File: config.mk
export PLATFORM = sky130hd
export DESIGN_NAME = multi_button_debouncer_core
export DESIGN_NICKNAME = d
export VERILOG_FILES = /design/src/rtl/mbd_pkg.sv /design/src/rtl/mbd_lane.sv /design/src/rtl/mbd_merge.sv /design/src/rtl/multi_button_debouncer_core.sv
export SDC_FILE = /design/constraint.sdc
export NUM_CORES = 1
export LEC_CHECK = 0
export ABC_AREA = 1
export BUFFER_PORTS_ARGS = -buffer_cell sky130_fd_sc_hd__clkbuf_2
export CORE_MARGIN = 8
export CORE_UTILIZATION = 40
export CTS_CLUSTER_SIZE = 20
export DETAILED_ROUTE_END_ITERATION = 12
export SLEW_MARGIN = 20
export SYNTH_ARGS = -nofsm -noshare
export SYNTH_HDL_FRONTEND = slang
export SYNTH_SLANG_ARGS = --single-unit
File: constraint.sdc
create_clock -name clk -period 16 [get_ports clk]
set_clock_uncertainty 0.05 [all_clocks]
set_input_delay 3.2 -clock clk [delete_from_list [all_inputs] [get_ports clk]]
set_output_delay 3.2 -clock clk [all_outputs]
set_load 0.02 [all_outputs]
File: src/rtl/mbd_pkg.sv
// Shared types and constants for the multi-button debouncer.
package mbd_pkg;

  localparam int MASK_W     = 5;
  localparam int SEL_W      = 3;
  localparam int NOW_W      = 32;
  localparam int HELD_W     = 32;
  localparam int DEB_W      = 16;
  localparam int IN_DATA_W  = 40;
  localparam int OUT_DATA_W = 48;
  localparam int CFG_ADDR_W = 4;
  localparam int CFG_DATA_W = 32;

  localparam logic [DEB_W-1:0] DEBOUNCE_RESET = 16'd20;

  typedef enum logic [1:0] {
    PH_IDLE        = 2'd0,
    PH_SETTLE_DOWN = 2'd1,
    PH_DOWN        = 2'd2,
    PH_SETTLE_UP   = 2'd3
  } phase_t;

  typedef enum logic [1:0] {
    REG_DEBOUNCE  = 2'd0,
    REG_INJ_MASK  = 2'd1,
    REG_INJ_LEVEL = 2'd2
  } reg_idx_t;

  // What one button lane reports for the item in flight.
  typedef struct packed {
    logic down;
    logic pressed;
    logic released;
  } lane_stat_t;

endpackage

File: src/rtl/mbd_lane.sv
// One button's debounce state machine with its phase and press timestamps.
module mbd_lane
  import mbd_pkg::*;
#(
  parameter int TIME_BITS = 32
) (
  input  logic                 clk,
  input  logic                 rst_n,
  input  logic                 step_en,
  input  logic                 raw,
  input  logic [TIME_BITS-1:0] now,
  input  logic [DEB_W-1:0]     debounce,
  output lane_stat_t           stat,
  output logic [HELD_W-1:0]    held
);

  phase_t               phase_r, phase_nxt;
  logic [TIME_BITS-1:0] phase_start_r, phase_start_nxt;
  logic [TIME_BITS-1:0] press_start_r, press_start_nxt;
  logic [TIME_BITS-1:0] phase_age;
  logic [TIME_BITS-1:0] press_age;
  logic                 elapsed;
  logic                 press_edge;
  logic                 release_edge;

  // Wrap-safe age: modular subtraction, then compare against the hold time.
  assign phase_age = now - phase_start_r;
  assign press_age = now - press_start_r;
  assign elapsed   = phase_age >= TIME_BITS'(debounce);

  always_comb begin
    phase_nxt = phase_r;
    case (phase_r)
      PH_IDLE: begin
        if (raw) phase_nxt = PH_SETTLE_DOWN;
      end
      PH_SETTLE_DOWN: begin
        if (!raw) phase_nxt = PH_IDLE;
        else if (elapsed) phase_nxt = PH_DOWN;
      end
      PH_DOWN: begin
        if (!raw) phase_nxt = PH_SETTLE_UP;
      end
      PH_SETTLE_UP: begin
        if (raw) phase_nxt = PH_DOWN;
        else if (elapsed) phase_nxt = PH_IDLE;
      end
      default: phase_nxt = PH_IDLE;
    endcase
  end

  always_comb begin
    press_edge      = (phase_r == PH_SETTLE_DOWN) && raw && elapsed;
    release_edge    = (phase_r == PH_SETTLE_UP) && !raw && elapsed;
    phase_start_nxt = phase_start_r;
    press_start_nxt = press_start_r;
    // A bounce back to down keeps both timestamps untouched.
    if (((phase_r == PH_IDLE) && raw) || ((phase_r == PH_DOWN) && !raw) ||
        press_edge || release_edge) begin
      phase_start_nxt = now;
    end
    if (press_edge) press_start_nxt = now;
    stat.down     = (phase_nxt == PH_DOWN) || (phase_nxt == PH_SETTLE_UP);
    stat.pressed  = press_edge;
    stat.released = release_edge;
    if (!stat.down || press_edge) held = '0;
    else held = HELD_W'(press_age);
  end

  always_ff @(posedge clk) begin
    if (!rst_n) begin
      phase_r <= PH_IDLE;
    end else if (step_en) begin
      phase_r <= phase_nxt;
    end
  end

  always_ff @(posedge clk) begin
    if (step_en) begin
      phase_start_r <= phase_start_nxt;
      press_start_r <= press_start_nxt;
    end
  end

endmodule

File: src/rtl/mbd_merge.sv
// Gathers the lane reports into the result masks and picks the held time.
module mbd_merge
  import mbd_pkg::*;
#(
  parameter int BUTTONS = 5
) (
  input  lane_stat_t        stat [BUTTONS],
  input  logic [HELD_W-1:0] held_lane [BUTTONS],
  input  logic [SEL_W-1:0]  held_select,
  output logic [MASK_W-1:0] down_mask,
  output logic [MASK_W-1:0] pressed_mask,
  output logic [MASK_W-1:0] released_mask,
  output logic [HELD_W-1:0] held_time
);

  always_comb begin
    down_mask     = '0;
    pressed_mask  = '0;
    released_mask = '0;
    held_time     = '0;
    for (int i = 0; i < BUTTONS; i++) begin
      if (i < MASK_W) begin
        down_mask[i % MASK_W]     = stat[i].down;
        pressed_mask[i % MASK_W]  = stat[i].pressed;
        released_mask[i % MASK_W] = stat[i].released;
      end
      // A select past the last lane matches nothing and reads zero.
      if (held_select == SEL_W'(i)) held_time = held_lane[i];
    end
  end

endmodule

File: src/rtl/multi_button_debouncer_core.sv
// Top level of the multi-button debouncer: registers, lanes, merge and output stage.
//
// Each input item is one poll: a millisecond timestamp, the active-low pins of
// the buttons and the index of the button whose held time is wanted. Every
// button has its own lane, a four-phase debouncer (idle, settling down, down,
// settling up) that compares the age of its current phase against
// debounce_time by modular subtraction, so timestamp wrap is harmless. All
// lanes update together in the cycle the poll is accepted, and the merged
// result (down, press-edge and release-edge masks plus the held time of the
// selected button) appears in the output register on the next cycle. The
// block takes one item per clock; the only stall is a full output register
// whose item is not being taken that cycle. Configuration sits on an APB
// port: debounce_time at 0x0, inject_mask at 0x4 and inject_level at 0x8. A
// set inject_mask bit makes that button see inject_level instead of its pin.
// Buttons beyond the fifth have no pin or injection bit, read as pressed and
// are left out of the masks.
module multi_button_debouncer_core
  import mbd_pkg::*;
#(
  parameter int BUTTONS   = 5,
  parameter int TIME_BITS = 32
) (
  input  logic                  clk,
  input  logic                  rst_n,
  // in_tdata: now_time[31:0], pin_levels[36:32], held_select[39:37]
  input  logic                  in_tvalid,
  output logic                  in_tready,
  input  logic [IN_DATA_W-1:0]  in_tdata,
  // out_tdata: down_mask[4:0], pressed_mask[9:5], released_mask[14:10],
  // held_time[46:15], zero[47]
  output logic                  out_tvalid,
  input  logic                  out_tready,
  output logic [OUT_DATA_W-1:0] out_tdata,
  input  logic                  cfg_psel,
  input  logic                  cfg_penable,
  input  logic                  cfg_pwrite,
  input  logic [CFG_ADDR_W-1:0] cfg_paddr,
  input  logic [CFG_DATA_W-1:0] cfg_pwdata,
  output logic [CFG_DATA_W-1:0] cfg_prdata,
  output logic                  cfg_pready
);

  logic [DEB_W-1:0]      debounce_r;
  logic [MASK_W-1:0]     inj_mask_r;
  logic [MASK_W-1:0]     inj_level_r;
  logic                  cfg_wr;
  reg_idx_t              cfg_idx;

  logic [NOW_W-1:0]      now_time;
  logic [MASK_W-1:0]     pin_levels;
  logic [SEL_W-1:0]      held_select;
  logic [TIME_BITS-1:0]  now;
  logic                  in_accept;
  logic [BUTTONS-1:0]    raw;
  lane_stat_t            stat [BUTTONS];
  logic [HELD_W-1:0]     held_lane [BUTTONS];

  logic [MASK_W-1:0]     down_mask;
  logic [MASK_W-1:0]     pressed_mask;
  logic [MASK_W-1:0]     released_mask;
  logic [HELD_W-1:0]     held_time;
  logic                  out_valid_r;
  logic [OUT_DATA_W-1:0] out_data_r;

  // Configuration port. Register index comes from the word address.
  assign cfg_pready = 1'b1;
  assign cfg_idx    = reg_idx_t'(cfg_paddr[3:2]);
  assign cfg_wr     = cfg_psel && cfg_penable && cfg_pwrite && cfg_pready;

  always_ff @(posedge clk) begin
    if (!rst_n) begin
      debounce_r  <= DEBOUNCE_RESET;
      inj_mask_r  <= '0;
      inj_level_r <= '0;
    end else if (cfg_wr) begin
      case (cfg_idx)
        REG_DEBOUNCE:  debounce_r  <= cfg_pwdata[DEB_W-1:0];
        REG_INJ_MASK:  inj_mask_r  <= cfg_pwdata[MASK_W-1:0];
        REG_INJ_LEVEL: inj_level_r <= cfg_pwdata[MASK_W-1:0];
        default: ;
      endcase
    end
  end

  always_comb begin
    case (cfg_idx)
      REG_DEBOUNCE:  cfg_prdata = CFG_DATA_W'(debounce_r);
      REG_INJ_MASK:  cfg_prdata = CFG_DATA_W'(inj_mask_r);
      REG_INJ_LEVEL: cfg_prdata = CFG_DATA_W'(inj_level_r);
      default:       cfg_prdata = '0;
    endcase
  end

  // Input unpacking. The timestamp is taken modulo 2^TIME_BITS.
  assign now_time    = in_tdata[31:0];
  assign pin_levels  = in_tdata[36:32];
  assign held_select = in_tdata[39:37];
  assign now         = TIME_BITS'(now_time);

  // The output register frees up whenever its item is taken, so a new poll
  // can enter in the same cycle.
  assign in_tready = !out_valid_r || out_tready;
  assign in_accept = in_tvalid && in_tready;

  for (genvar i = 0; i < BUTTONS; i++) begin : g_lane
    if (i < MASK_W) begin : g_pin
      assign raw[i] = inj_mask_r[i] ? inj_level_r[i] : !pin_levels[i];
    end else begin : g_nopin
      assign raw[i] = 1'b1;
    end

    mbd_lane #(
      .TIME_BITS (TIME_BITS)
    ) u_lane (
      .clk      (clk),
      .rst_n    (rst_n),
      .step_en  (in_accept),
      .raw      (raw[i]),
      .now      (now),
      .debounce (debounce_r),
      .stat     (stat[i]),
      .held     (held_lane[i])
    );
  end

  mbd_merge #(
    .BUTTONS (BUTTONS)
  ) u_merge (
    .stat          (stat),
    .held_lane     (held_lane),
    .held_select   (held_select),
    .down_mask     (down_mask),
    .pressed_mask  (pressed_mask),
    .released_mask (released_mask),
    .held_time     (held_time)
  );

  always_ff @(posedge clk) begin
    if (!rst_n) begin
      out_valid_r <= 1'b0;
    end else if (in_tready) begin
      out_valid_r <= in_tvalid;
    end
  end

  always_ff @(posedge clk) begin
    if (in_accept) begin
      out_data_r <= {1'b0, held_time, released_mask, pressed_mask, down_mask};
    end
  end

  assign out_tvalid = out_valid_r;
  assign out_tdata  = out_data_r;

endmodule

==> results.toml <==
[run_status]
outcome = "finished, final reports clean"

[clock_network]
cts.htree.levels = 2
post_cts_resized = 0
clockBufferDepth = 3
cts.sinks = 404
cts_buffers = 51
clk_latency_ns = 0.63
postCtsSetupRepairBufs = 0
cts-hold-fix-buffers = 0
clock-root-buffer = "clkbuf_16"
clkTransAtPathRegs_ns = 0.06
cts_tree = "built"

[finish]
num-fill-cells = 9781
fin_nets = 6130
drive_gt1_frac = 0.0573
fin_area_sq_um = 41800
area_growth_syn_to_layout_pct = 10.7

[sta]
slew_viol_final = 0
fmax_ghz = 0.121
rsz0062_at_grt = "no"
relSlewSlack = 0.261
worst_slew_pin_slew_ns = 1.11
setup_viol = 0
final.period_utilization = 0.517
finalSetupTns_ns = 0
period_needed_ns = 8.27
hold_violations = 0

[worst_setup_path]
reg2reg_to = "out_tdata[19]"
r2r_slack_ns = 11.21
critPathBufInv = 3
r2r_cells = 20
path_cells = "clkbuf_2, inv_1, ha_1, inv_1, fa_1, nand3_1, nand3_2, nand2_1, nand2_1, nand2_1, nand2_2, xor2_1, ha_1, nand2_1, nor2_1, a211oi_1, o21ai_0, a21oi_1, nand4_2, a31oi_4, nand3_1, nand3_1"
cp_slowest_cell = "a31oi_4"
crit_fanout = 33
cpPeakStageDelay_ns = 0.85
arrival_ns = 8.69
critical-path-top-delay-family = "compound AO/OA/AOI/OAI gates"
startpoint_type = "primary input"
worstReg2RegStart = "g_lane[3].u_lane.phase_start_r[0]"
end_kind = "flop"
cpMostUsedCell = "nand2_1"
crit_required_ns = 16.42
critPathKind = "primary input to flop"

[detailed_routing]
firstDrtPassIters = 5
wl_met2_um = 55400
drtIter0Drc = 2767
vias = 35165
avgViaCountPerCell = 5.06
drc = 0
drt_wl_total_um = 129000
wl_met1_um = 60200
final_antenna_net_count = 0
met3WireLength_um = 9170
wl_per_cell_um = 18.5
maxUsedRoutingLayer = "met5"

[floorplanning]
fp-row-count = 112
pin_count = 166
dieArea_sq_um = 105000
start_util = 0.404
dieHeight_um = 323
die_w_um = 323
core_area_sq_um = 93500

[logic_synthesis]
synth-simple-area-share = 0.296
synth_edf_count = 367
synth_top_area_cell = "edfxtp_1"
synth.top_cell.area_share = 0.292
synthXorXnorAreaFrac = 0.0482
yosysSeqAreaShare = 0.311
synth_area_sq_um = 37800
async_flop_share = 0
ys_ff_latch = 404
synth_cell_types = 56
synth_top_flop_cell = "edfxtp_1"
synth_top_family_by_area = "simple AND/OR/NAND/NOR gates"
synth_warnings = 0
synth_area_leaders = "edfxtp_1 29%, nand2_1 16%, ha_1 13%, inv_1 11%, nand3_1 4.6%"
syn_avg_cell_area_sq_um = 6.93
synthAdderAreaFrac = 0.134
synth-compound-area-share = 0.0891
synth_cells = 5457
synth_mux_area_frac = 0

[min_path]
hold_depth = 2
holdCritPathClass = "flop to flop"
hp-start = "g_lane[2].u_lane.phase_r[0]"
min_to = "g_lane[2].u_lane.phase_r[0]"

[global_routing]
grt_pass1_wl_um = 193000
grt_antenna_before_repair = 11
overflow = 0
grt.total_usage = 0.241
grt_max_degree = 39
first_global_vias = 32786

[power_and_ir_drop]
peakVddDrop_uv = 75.6
fin_total_pwr_mw = 3.37
p_leak_nw = 21.6
powerDensity_nw_per_um2 = 80.7

[placement]
io_buffers = 129
place_congestion = 0.946
place_area_sq_um = 40100
hpwlAfterDp_um = 98900

[run]
drv_cap = 0
==> sequential cells by signal (all words and copies together), names as in the netlist <==
register                     cells
g_lane.u_lane.phase_start_r    160
g_lane.u_lane.phase_r           10
debounce_r                      16
g_lane.u_lane.press_start_r    160
out_tvalid                       1
inj_mask_r                       5
inj_level_r                      5
out_tdata                       47
==> logic make-up (layout without fill, tap and decap cells) <==
family,after synthesis,in the layout
AO/OA/AOI/OAI,603,603
XOR/XNOR,208,208
adder cells (fa/ha/maj),400,400
buffers and inverters,1175,1391
flip-flops,404,404
other,2,21
AND/OR/NAND/NOR,2665,2665
==> cells in the mapped netlist (19+ instances only) <==
| cell type | n |
|---|---|
| nand2_1 | 1592 |
| edfxtp_1 | 367 |
| inv_1 | 1118 |
| nand3b_1 | 38 |
| a21o_1 | 19 |
| o21bai_1 | 25 |
| nand4_1 | 88 |
| xnor2_1 | 63 |
| nand3_1 | 344 |
| nor2_1 | 456 |
| xor2_1 | 145 |
| nor3_1 | 49 |
| buf_4 | 21 |
| o211ai_1 | 19 |
| dfxtp_1 | 37 |
| o21ai_0 | 133 |
| a21oi_1 | 337 |
| nor2_2 | 22 |
| ha_1 | 390 |
==> worst max-delay path by stage <==
stage           startpoint                                end  cells after the start
3_5_place_dp   in_tdata[0]                      out_tdata[21]                     22
4_1_cts        in_tdata[0]                      out_tdata[21]                     22
6_report       in_tdata[0]                      out_tdata[19]                     22
3_3_place_gp   in_tdata[0]                      out_tdata[21]                     22
5_1_grt        in_tdata[0]                      out_tdata[21]                     22
2_1_floorplan  in_tdata[0]  g_lane[1].u_lane.press_start_r[0]                     22
==> tightest hold or removal path: cells and delay by family, from the launching register on <==
| kind | cells | cell delay [ns] |
|---|---|---|
| flip-flops | 1 | 0.34 |
| AND/OR/NAND/NOR | 1 | 0.07 |
| AO/OA/AOI/OAI | 1 | 0.06 |
==> final cells by class <==
class / count / area [sq um] / area share
clock inverter: 30 / 348 / 0.00832
timing repair buffer: 173 / 988 / 0.0236
inverter: 1123 / 4220 / 0.101
clock buffer: 65 / 1360 / 0.0325
tap: 1254 / 1570 / 0.0375
multi-input combinational: 3894 / 21600 / 0.516
sequential: 404 / 11800 / 0.281
antenna: 3 / 7.51 / 0.000180
==> metrics by stage <==
step / std cells / utilization / hold slack, ns / setup WS (ns)
detailed placement: 6847 / 0.429 / 0.452 / 7.12
floorplan: 5473 / - / 0.433 / 7.79
CTS: 6942 / 0.447 / 0.461 / 7.79
global route: 6943 / 0.447 / 0.481 / 7.42
finish: 6946 / 0.447 / 0.463 / 7.73
global placement: 6847 / 0.429 / 0.447 / 7.21
==> report_power, final <==
part	leakage (nW)	internal (mW)	total, mW	switching (mW)
clock	0.830	0.701	1.19	0.490
sequential	3.71	1.20	1.21	0.0146
combinational	17.1	0.314	0.969	0.655
==> routing by layer <==
metal / vias to the layer above / track usage
met5: - / 0
met4: 2 / 0.0684
met3: 163 / 0.0316
met2: 983 / 0.382
met1: 16163 / 0.343
li1: 17854 / -
==> placed cells by master, fill, tap and decap left out, types with 129 or more instances in the layout <==
cell / n
nand2_1: 1592
inv_1: 1117
nor2_1: 452
ha_1: 390
edfxtp_1: 367
nand3_1: 344
a21oi_1: 337
xor2_1: 145
o21ai_0: 133
clkbuf_2: 129
Power figures use the tool's default switching activity.
